**src/hw/rtl/ftdd_pkg.sv**
```systemverilog
// ----------------------------------------------------------------------------
// ftdd_pkg
// Types, constants and helper functions for the frequency tuner with
// decimal display.
// ----------------------------------------------------------------------------
package ftdd_pkg;

	localparam int FREQ_W   = 27;
	localparam int DIGITS   = 8;
	localparam int STEP_CNT = 7;
	localparam int CHARS    = 10;
	localparam int ADDR_W   = 3;

	typedef logic [FREQ_W-1:0]          freq_t;
	typedef logic [2:0]                 step_idx_t;
	typedef logic [3:0]                 pos_t;
	typedef logic [3:0]                 col_t;
	typedef logic [DIGITS-1:0][3:0]     bcd_t;

	localparam freq_t     FREQ_RESET    = FREQ_W'(14000000);
	localparam freq_t     CEILING_RESET = FREQ_W'(44000000);
	localparam freq_t     FREQ_MAX      = FREQ_W'(99999999);
	localparam bcd_t      BCD_RESET     = {4'd1, 4'd4, 4'd0, 4'd0, 4'd0, 4'd0, 4'd0, 4'd0};
	localparam bcd_t      BCD_MAX       = {DIGITS{4'd9}};
	localparam step_idx_t STEP_LAST     = 3'd6;
	localparam pos_t      POS_LAST      = 4'(CHARS - 1);
	localparam logic [5:0] CHAR_ZERO    = 6'd48;
	localparam logic [5:0] CHAR_DOT     = 6'd46;

	// register index carried in paddr[2]
	localparam logic REG_CEILING = 1'b0;

	typedef struct packed {
		logic up_pressed;
		logic down_pressed;
		logic step_pressed;
	} req_t;

	typedef struct packed {
		logic [5:0] display_char;
		pos_t       char_position;
		logic       last_char;
		freq_t      frequency_hz;
		col_t       cursor_column;
	} res_t;

	typedef struct packed {
		bcd_t  digits;
		freq_t freq;
		col_t  col;
	} snap_t;

	function automatic freq_t step_size(step_idx_t idx);
		freq_t s;
		case (idx)
			3'd0: s = FREQ_W'(1);
			3'd1: s = FREQ_W'(10);
			3'd2: s = FREQ_W'(100);
			3'd3: s = FREQ_W'(1000);
			3'd4: s = FREQ_W'(10000);
			3'd5: s = FREQ_W'(100000);
			3'd6: s = FREQ_W'(1000000);
			default: s = FREQ_W'(1);
		endcase
		return s;
	endfunction

	function automatic col_t step_column(step_idx_t idx);
		col_t c;
		case (idx)
			3'd0: c = 4'd9;
			3'd1: c = 4'd8;
			3'd2: c = 4'd7;
			3'd3: c = 4'd5;
			3'd4: c = 4'd4;
			3'd5: c = 4'd3;
			3'd6: c = 4'd1;
			default: c = 4'd9;
		endcase
		return c;
	endfunction

	// add one at digit k, ripple carry upward
	function automatic bcd_t bcd_inc_at(bcd_t d, step_idx_t k);
		bcd_t r;
		logic c;
		r = d;
		c = 1'b0;
		for (int i = 0; i < DIGITS; i++) begin
			if (i == int'(k))
				c = 1'b1;
			if (c) begin
				if (d[i] == 4'd9) begin
					r[i] = 4'd0;
				end else begin
					r[i] = d[i] + 4'd1;
					c = 1'b0;
				end
			end
		end
		return r;
	endfunction

	// subtract one at digit k, ripple borrow upward
	function automatic bcd_t bcd_dec_at(bcd_t d, step_idx_t k);
		bcd_t r;
		logic b;
		r = d;
		b = 1'b0;
		for (int i = 0; i < DIGITS; i++) begin
			if (i == int'(k))
				b = 1'b1;
			if (b) begin
				if (d[i] == 4'd0) begin
					r[i] = 4'd9;
				end else begin
					r[i] = d[i] - 4'd1;
					b = 1'b0;
				end
			end
		end
		return r;
	endfunction

endpackage

```
**src/hw/rtl/ftdd_tuner.sv**
```systemverilog
// ----------------------------------------------------------------------------
// ftdd_tuner
// Frequency and step state. Applies up, down and step buttons of one
// request and keeps the frequency in binary and in BCD side by side.
// ----------------------------------------------------------------------------
module ftdd_tuner
	import ftdd_pkg::*;
(
	input  logic  clk,
	input  logic  arst_n,
	input  logic  load,
	input  req_t  req,
	input  freq_t ceiling,
	output snap_t snap
);

	freq_t     freq_q;
	bcd_t      bcd_q;
	step_idx_t idx_q;

	step_idx_t idx_v;
	freq_t     step;
	logic [FREQ_W:0] sum;
	logic      up_ok;
	logic      dn_ok;
	freq_t     f1;
	freq_t     f2;
	bcd_t      b1;
	bcd_t      b2;
	step_idx_t idx_nxt;
	step_idx_t idx_nxt_v;

	always_comb begin
		idx_v = (idx_q > STEP_LAST) ? 3'd0 : idx_q;
		step  = step_size(idx_v);
		up_ok = req.up_pressed && (freq_q <= ceiling);
		sum   = {1'b0, freq_q} + {1'b0, step};
		f1 = freq_q;
		b1 = bcd_q;
		if (up_ok) begin
			if (sum > {1'b0, FREQ_MAX}) begin
				f1 = FREQ_MAX;
				b1 = BCD_MAX;
			end else begin
				f1 = sum[FREQ_W-1:0];
				b1 = bcd_inc_at(bcd_q, idx_v);
			end
		end
		dn_ok = req.down_pressed && (step <= f1);
		f2 = dn_ok ? (f1 - step) : f1;
		b2 = dn_ok ? bcd_dec_at(b1, idx_v) : b1;
		if (req.step_pressed)
			idx_nxt = (idx_v == STEP_LAST) ? 3'd0 : idx_v + 3'd1;
		else
			idx_nxt = idx_q;
		idx_nxt_v = (idx_nxt > STEP_LAST) ? 3'd0 : idx_nxt;
	end

	assign snap.digits = b2;
	assign snap.freq   = f2;
	assign snap.col    = step_column(idx_nxt_v);

	always_ff @(posedge clk or negedge arst_n) begin
		if (!arst_n) begin
			freq_q <= FREQ_RESET;
			bcd_q  <= BCD_RESET;
			idx_q  <= 3'd0;
		end else if (load) begin
			freq_q <= f2;
			bcd_q  <= b2;
			idx_q  <= idx_nxt;
		end
	end

endmodule

```
**src/hw/rtl/ftdd_serializer.sv**
```systemverilog
// ----------------------------------------------------------------------------
// ftdd_serializer
// Holds one frequency snapshot and sends its ten-character line, one
// character per cycle while res_stall is low, dots at positions 2 and 6.
// ----------------------------------------------------------------------------
module ftdd_serializer
	import ftdd_pkg::*;
(
	input  logic  clk,
	input  logic  arst_n,
	input  logic  load,
	input  snap_t snap,
	output logic  free,
	output logic  res_valid,
	input  logic  res_stall,
	output res_t  res
);

	logic  busy_q;
	pos_t  pos_q;
	snap_t snap_q;
	logic [3:0] dig;
	logic       dot;

	assign free = !busy_q || (pos_q == POS_LAST && !res_stall);

	always_ff @(posedge clk or negedge arst_n) begin
		if (!arst_n) begin
			busy_q <= 1'b0;
			pos_q  <= '0;
		end else if (load) begin
			busy_q <= 1'b1;
			pos_q  <= '0;
		end else if (busy_q && !res_stall) begin
			if (pos_q == POS_LAST)
				busy_q <= 1'b0;
			else
				pos_q <= pos_q + 4'd1;
		end
	end

	always_ff @(posedge clk) begin
		if (load)
			snap_q <= snap;
	end

	always_comb begin
		dot = 1'b0;
		case (pos_q)
			4'd0: dig = snap_q.digits[7];
			4'd1: dig = snap_q.digits[6];
			4'd3: dig = snap_q.digits[5];
			4'd4: dig = snap_q.digits[4];
			4'd5: dig = snap_q.digits[3];
			4'd7: dig = snap_q.digits[2];
			4'd8: dig = snap_q.digits[1];
			4'd9: dig = snap_q.digits[0];
			default: begin
				dig = 4'd0;
				dot = 1'b1;
			end
		endcase
	end

	assign res_valid         = busy_q;
	assign res.display_char  = dot ? CHAR_DOT : CHAR_ZERO + {2'b00, dig};
	assign res.char_position = pos_q;
	assign res.last_char     = (pos_q == POS_LAST);
	assign res.frequency_hz  = snap_q.freq;
	assign res.cursor_column = snap_q.col;

endmodule

```
**src/hw/rtl/frequency_tuner_decimal_display_top.sv**
```systemverilog
// ----------------------------------------------------------------------------
// frequency_tuner_decimal_display_top
// A request is taken into the input register and loaded into the serializer
// when it is free; the serializer sends one character per cycle unless the
// receiver stalls, and the next request waits in the input register meanwhile.
// Reset: ceiling 44000000, frequency 14000000, step 1 (cursor column 9).
// ----------------------------------------------------------------------------
module frequency_tuner_decimal_display_top
	import ftdd_pkg::*;
(
	input  logic              clk,
	input  logic              arst_n,
	input  logic              psel,
	input  logic              penable,
	input  logic              pwrite,
	input  logic [ADDR_W-1:0] paddr,
	input  logic [31:0]       pwdata,
	output logic [31:0]       prdata,
	output logic              pready,
	input  logic              req_valid,
	output logic              req_stall,
	input  req_t              req,
	output logic              res_valid,
	input  logic              res_stall,
	output res_t              res
);

	freq_t ceiling_q;
	logic  req_v_s1;
	req_t  req_s1;
	logic  free;
	logic  load;
	snap_t snap;

	assign pready = 1'b1;
	assign prdata = (paddr[2] == REG_CEILING) ? {{(32-FREQ_W){1'b0}}, ceiling_q} : '0;

	always_ff @(posedge clk or negedge arst_n) begin
		if (!arst_n)
			ceiling_q <= CEILING_RESET;
		else if (psel && penable && pwrite && pready && paddr[2] == REG_CEILING)
			ceiling_q <= pwdata[FREQ_W-1:0];
	end

	assign load      = req_v_s1 && free;
	assign req_stall = req_v_s1 && !free;

	always_ff @(posedge clk or negedge arst_n) begin
		if (!arst_n)
			req_v_s1 <= 1'b0;
		else if (req_valid && !req_stall)
			req_v_s1 <= 1'b1;
		else if (load)
			req_v_s1 <= 1'b0;
	end

	always_ff @(posedge clk) begin
		if (req_valid && !req_stall)
			req_s1 <= req;
	end

	ftdd_tuner u_tuner (
		.clk     (clk),
		.arst_n  (arst_n),
		.load    (load),
		.req     (req_s1),
		.ceiling (ceiling_q),
		.snap    (snap)
	);

	ftdd_serializer u_ser (
		.clk       (clk),
		.arst_n    (arst_n),
		.load      (load),
		.snap      (snap),
		.free      (free),
		.res_valid (res_valid),
		.res_stall (res_stall),
		.res       (res)
	);

`ifndef SYNTHESIS
	a_load_starts_line: assert property (@(posedge clk) disable iff (!arst_n)
		load |=> res_valid && res.char_position == 4'd0)
		else $error("line does not start at position zero");

	a_line_no_gap: assert property (@(posedge clk) disable iff (!arst_n)
		res_valid && !res_stall && !res.last_char |=>
			res_valid && res.char_position == $past(res.char_position) + 4'd1)
		else $error("line broken or position skipped");

	a_freq_range: assert property (@(posedge clk) disable iff (!arst_n)
		res_valid |-> res.frequency_hz <= FREQ_MAX)
		else $error("frequency above maximum");

	a_last_pos: assert property (@(posedge clk) disable iff (!arst_n)
		res_valid && res.last_char && res_stall |-> res.char_position == POS_LAST && !load)
		else $error("new line loaded before last character taken");
`endif

endmodule

```
**config.mk**
```make
export PLATFORM = sky130hd
export DESIGN_NAME = frequency_tuner_decimal_display_top
export DESIGN_NICKNAME = d
export VERILOG_FILES = /design/src/hw/rtl/ftdd_pkg.sv /design/src/hw/rtl/ftdd_tuner.sv /design/src/hw/rtl/ftdd_serializer.sv /design/src/hw/rtl/frequency_tuner_decimal_display_top.sv
export SDC_FILE = /design/constraint.sdc
export NUM_CORES = 1
export LEC_CHECK = 0
export ABC_CLOCK_PERIOD_IN_PS = 10200
export BUFFER_PORTS_ARGS = -buffer_cell sky130_fd_sc_hd__clkbuf_2
export CAP_MARGIN = 30
export CELL_PAD_IN_SITES_DETAIL_PLACEMENT = 0
export CELL_PAD_IN_SITES_GLOBAL_PLACEMENT = 1
export CORE_ASPECT_RATIO = 2
export CORE_MARGIN = 2
export CORE_UTILIZATION = 30
export DETAILED_ROUTE_END_ITERATION = 16
export PLACE_DENSITY = 0.58
export SYNTH_ARGS = -nofsm -noshare
export SYNTH_HDL_FRONTEND = slang
export SYNTH_SLANG_ARGS = --single-unit
```
**constraint.sdc**
```tcl
create_clock -name clk -period 10.2 [get_ports clk]
set_input_delay 1.53 -clock clk [delete_from_list [all_inputs] [get_ports clk]]
set_output_delay 1.53 -clock clk [all_outputs]
set_load 0.01 [all_outputs]
```
# Word level (Yosys, flattened, before mapping)
# Index checks and enable logic that the tools add are counted.
# totals
output_inout_bits	77
ff_bits	161
word_cells	234
# op_classes
n_addsub	21
mux	114
n_reduce_logical	31
n_lt_le_gt_ge	5
n_bitwise	1
n_eq_ne	35
# ops
operator	count
2-to-1 mux 4 bit	35
one-hot mux 20 bit (6 select lines)	1
2-to-1 mux 27 bit	4
2-to-1 mux 32 bit	3
2-to-1 mux 1 bit	64
== test 4 bit (second input constant)	10
adder 4 x 1 -> 4 bit (second input constant)	9
zero test 4 bit	9
one-hot mux 4 bit (8 select lines)	1
subtractor 4 x 1 -> 4 bit (second input constant)	8
adder 27 x 20 -> 28 bit	1
> comparator 28 x 27 -> 1 bit (second input constant)	1
<= comparator 20 x 27 -> 1 bit	1
<= comparator 27 bit	1
subtractor 27 x 20 -> 27 bit	1
one-hot mux 4 bit (6 select lines)	1
== test 3 bit (second input constant)	6
== test 3 x 2 -> 1 bit (second input constant)	4
== test 3 bit (first input constant)	4
== test 4 x 3 -> 1 bit (second input constant)	3
2-to-1 mux 3 bit	4
logical AND 1 bit	10
OR reduction 8 bit	1
adder 5 x 5 -> 6 bit (first input constant)	1
other kinds (15)	24

# Longest topological paths before layout
# logic_depth
word_depth	57
mapped_depth	42
depth_no_buf	33

# Modules after synthesis
# From an unflattened synthesis, not the netlist that was laid out.
# hier_totals
hier_cells	1620
hier_area_um2	13809.5
# modules_own_cells
module	cells_each	n_inst	area_each_um2
ftdd_tuner	1346	1	9584.2
ftdd_serializer	171	1	2731.4
frequency_tuner_decimal_display_top	103	1	1493.9

# Worst setup path after synthesis
# Ideal clock, no wire load.
# synth_timing
path_kind	register to register
from	reg u_tuner.idx_q[0]
to	reg u_tuner.bcd_q[11] (netlist name)
arrival_time_ps	7764
path_slack_ps	2311
t_required_ps	10075
setup_ps	125
stages_incl_launch_ff	33
path_buffers	3
path_cell_list	dfrtp_1 -> clkbuf_1 -> clkbuf_1 -> and2_1 -> ha_1 -> nor2_1 -> inv_1 -> a21oi_1 -> ha_1 -> fa_1 -> a211o_1 -> o2111ai_2 -> and3_1 -> a21oi_1 -> o311ai_0 -> or3_1 -> o311ai_2 -> a211oi_1 -> clkbuf_1 -> a21oi_1 -> ha_1 -> a21o_1 -> a21o_1 -> a21oi_1 -> nor2b_1 -> a21oi_1 -> or4b_1 -> a211o_1 -> a22oi_4 -> nor4b_4 -> mux2_4 -> or4_4 -> mux2_4
# synth_rtl
element	line_no	rtl
from (decl)	ftdd_tuner.sv:19	step_idx_t idx_q;
from (signal assigned)	ftdd_tuner.sv:71	idx_q <= idx_nxt;
to (signal assigned)	ftdd_tuner.sv:66	bcd_q <= BCD_RESET;
to (signal assigned)	ftdd_tuner.sv:70	bcd_q <= b2;
to (decl)	ftdd_tuner.sv:18	bcd_t bcd_q;

==> out/results.txt <==
Final period util -> 89.4%
Clk pin slew, worst setup/hold paths -> 0.07 ns
Fin. max-slew vios -> 0
CP Data Required Time -> 10.55 ns
Post-synthesis area per instance -> 8.52 um2
GPL Wtd Cong -> 0.889
ANT nets after route -> 0
I/O Buffers -> 107
Critical path type -> reg -> reg
Reg2reg setup slack -> 1.08 ns
Via/cell ratio -> 5.42
First-pass GRT wire length -> 69000 um
Final Instance Area -> 14500 um2
Top post-synthesis cells by area -> edfxtp_1 15%, dfrtp_1 13%, ha_1 6.3%, mux2_2 5.1%, dfstp_2 5.0%
CTS Buf Count -> 17
Yosys warns -> 0
CP endpoint kind -> flip-flop
Initial antenna violation count -> 0
Die W -> 152 um
Number of synthesized flops with an enable pin -> 66
Setup Skew -> 0.0163 ns
Clock tree root driver cell -> clkbuf_16
Boundary Pins -> 122
Total GRT Usage -> 19.6%
Final setup violation count -> 0
Cell Area, Placed -> 13900 um2
Fillers -> 4577
Number of synthesized register bits -> 161
Initial core utilization -> 30.3%
Slowest cell delay on critical path -> 0.73 ns
Final Util -> 33.4%
Pre-antenna DRT Iters -> 5
Hold Crit Class -> reg -> reg
Share of post-route cells with drive strength above 1 -> 18.4%
Crit path DAT -> 9.47 ns
Routed vias -> 11.6k
Remaining DRCs -> 0
Hold depth -> 2
# hold bufs at CTS -> 0
Crit start category -> flip-flop
R2r endpoint -> u_tuner.bcd_q[11]$_DFFE_PN0P_
Height of the chip -> 300 um
Most common cell on crit path -> inv_1
FP Rows -> 108
Maximum clock path buffer count -> 2
Max-cap violations -> 0
Routed wire per std cell -> 21.0 um
Yosys top cell area share -> 15.1%
Post-CTS Resized -> 0
Peak supply drop -> 138 uV
Tmin final -> 9.12 ns
Vias in the first global route -> 11.9k
Grt ovf -> 0
Iter 0 DRT Violations -> 572
Peak Freq -> 110 MHz
Area of the mapped netlist -> 13100 um2
Area of the multi-input gates -> 7790 um2
CP max FO -> 19
Worst-Margin Slew -> 0.877 ns
Skew-Pair Late Insertion Delay -> 0.47 ns
Synth async-reset ratio -> 59.0%
Status -> complete, no violations
NumNets Final -> 1684
Die Area -> 45600 um2
Hold wc startpoint -> u_tuner.freq_q[8]$_DFFE_PN1P_
Htree depth -> 4
Post-synth cell types -> 95
Largest net degree at the start of global routing -> 83
Register area -> 4390 um2
CP max stage cell -> dfrtp_1
Post-CTS setup buffer count -> 0
Mapped Cells -> 1543
Routed WL -> 44800 um
Clock Sink Count -> 161
Area Overhead vs Synth -> 10.3%
RSZ-0062 raised after global routing -> no
Seq/Total Area, Yosys -> 33.4%
Final Hold Viols -> 0
Final HPWL DP -> 34500 um
Worst Hold End -> u_tuner.freq_q[8]$_DFFE_PN1P_
Top FF cell, synth -> dfrtp_1
Reg2reg start -> u_tuner.idx_q[1]$_DFFE_PN0P_
Power density cells -> 327 nW/um2
CTS tree -> built
Slew HR -> 40.9%
Final TNS setup -> 0 ns
Leakage -> 6.11 nW
Worst reg2reg path depth -> 29
Core area -> 43400 um2
Largest area contributor in the netlist -> edfxtp_1
[per-stage QoR]
step	worst slack [ns]	total power, W	hold slack, ns	instances
CTS	1.04	0.00478	0.490	2133
finish	1.08	0.00474	0.490	2135
global placement	1.16	0.00411	0.471	2101
detailed placement	1.10	0.00412	0.479	2101
floorplan	2.31	0.00324	0.458	1548
global route	0.425	0.00512	0.511	2134
[cell families (layout without fill, tap and decap cells)]
kind of cell | count (synthesis) | in the layout | synth area share [%]
buffers and inverters | 216 | 252 | 7.50
muxes | 72 | 72 | 6.13
DFF | 161 | 161 | 33.4
AOI/OAI and AO/OA | 423 | 423 | 22.4
adders and majority gates | 68 | 68 | 6.59
other | 2 | 8 | 0.0571
and+or+nand+nor | 533 | 533 | 19.4
xor gates and xnor gates | 68 | 68 | 4.53
[cells in the final DEF, fill, tap and decap left out, drive strengths merged, types with 10 or more instances in the layout]
cell type  netlist  layout
a211o           13      13
clkbuf          63     125
o211ai          13      13
ha              66      66
o21ai           91      91
xor2            23      23
a211oi          19      19
a21o            36      36
nand3           38      38
mux2            62      62
nand4           23      23
dfrtp           70      70
nand2b          16      16
nor3            33      33
and3            13      13
nand2          167     167
o31ai           21      21
xnor2           45      45
mux2i           10      10
edfxtp          66      66
nor2           150     150
a21oi           90      90
or2             15      15
buf             65      26
inv             88      93
nor2b           17      17
a31oi           24      24
and2            16      16
dfstp           25      25
[synthesized netlist by cell type, types with 13 or more instances]
| cell | count |
|---|---|
| inv_1 | 88 |
| or2_2 | 14 |
| a211o_1 | 13 |
| nor2b_1 | 17 |
| and2_1 | 15 |
| a31oi_1 | 22 |
| dfrtp_1 | 70 |
| a211oi_1 | 19 |
| xor2_1 | 23 |
| ha_1 | 66 |
| o31ai_1 | 20 |
| a21oi_1 | 88 |
| and3_1 | 13 |
| xnor2_1 | 45 |
| nand2b_1 | 16 |
| nand2_1 | 167 |
| nand3_1 | 37 |
| clkbuf_1 | 63 |
| buf_4 | 40 |
| dfstp_2 | 25 |
| edfxtp_1 | 66 |
| buf_2 | 14 |
| o21ai_0 | 88 |
| nand4_1 | 23 |
| nor2_1 | 150 |
| nor3_1 | 32 |
| a21o_1 | 36 |
| mux2_2 | 60 |
[metal layers]
layer,routed length [um],vias up,GRT usage [%]
met1,16300,5680,19.2
met5,0,-,0
met4,1550,0,8.34
met3,936,64,2.21
met2,26000,218,40.4
li1,-,5600,-
[worst max-delay path: cells and delay by family, from the launching register on]
kind,cells,cell delay (ns)
and+or+nand+nor,12,3.39
adders and majority gates,2,0.76
DFF,1,0.73
muxes,2,0.58
buffers and inverters,4,0.45
AOI/OAI and AO/OA,9,3.06
[flip-flops by register name (all words and copies together) (netlist names)]
| signal | count |
|---|---|
| u_ser.snap_q | 32 |
| u_tuner.bcd_q | 32 |
| u_ser.res | 31 |
| ceiling_q | 27 |
| u_tuner.freq_q | 27 |
| u_ser.pos_q | 4 |
| req_s1 | 3 |
| u_tuner.idx_q | 3 |
| req_v_s1 | 1 |
| u_ser.res_valid | 1 |
[worst max-delay path by stage]
stage	from	end	slack [ns]	cells after the start
6_report	u_tuner.idx_q[1]$_DFFE_PN0P_	u_tuner.bcd_q[11]$_DFFE_PN0P_	1.08	29
5_1_grt	u_tuner.idx_q[1]$_DFFE_PN0P_	u_tuner.bcd_q[23]$_DFFE_PN0P_	0.43	35
4_1_cts	u_tuner.idx_q[1]$_DFFE_PN0P_	u_tuner.bcd_q[11]$_DFFE_PN0P_	1.04	29
3_5_place_dp	u_tuner.idx_q[1]$_DFFE_PN0P_	u_tuner.bcd_q[11]$_DFFE_PN0P_	1.10	29
3_3_place_gp	u_tuner.idx_q[1]$_DFFE_PN0P_	u_tuner.bcd_q[11]$_DFFE_PN0P_	1.16	35
2_1_floorplan	u_tuner.idx_q[0]$_DFFE_PN0P_	u_tuner.bcd_q[11]$_DFFE_PN0P_	2.31	32
[area by class of cell]
| type | instances | area share [%] |
|---|---|---|
| Sequential cell | 161 | 30.3 |
| Multi-Input combinational cell | 1171 | 53.7 |
| Timing Repair Buffer | 132 | 5.23 |
| Clock buffer | 19 | 2.98 |
| Antenna cell | 1 | 0.0173 |
| Clock inverter | 13 | 0.716 |
| Tap cell | 550 | 4.74 |
| Inverter | 88 | 2.29 |
[power by group]
| group | total (W) | internal (W) | switching [W] |
|---|---|---|---|
| sequential | 0.00117 | 0.000922 | 0.000244 |
| clock | 0.000623 | 0.000315 | 0.000309 |
| combinational | 0.00295 | 0.00113 | 0.00182 |
| total | 0.00474 | 0.00236 | 0.00237 |
(Power assumes the default switching activity.)
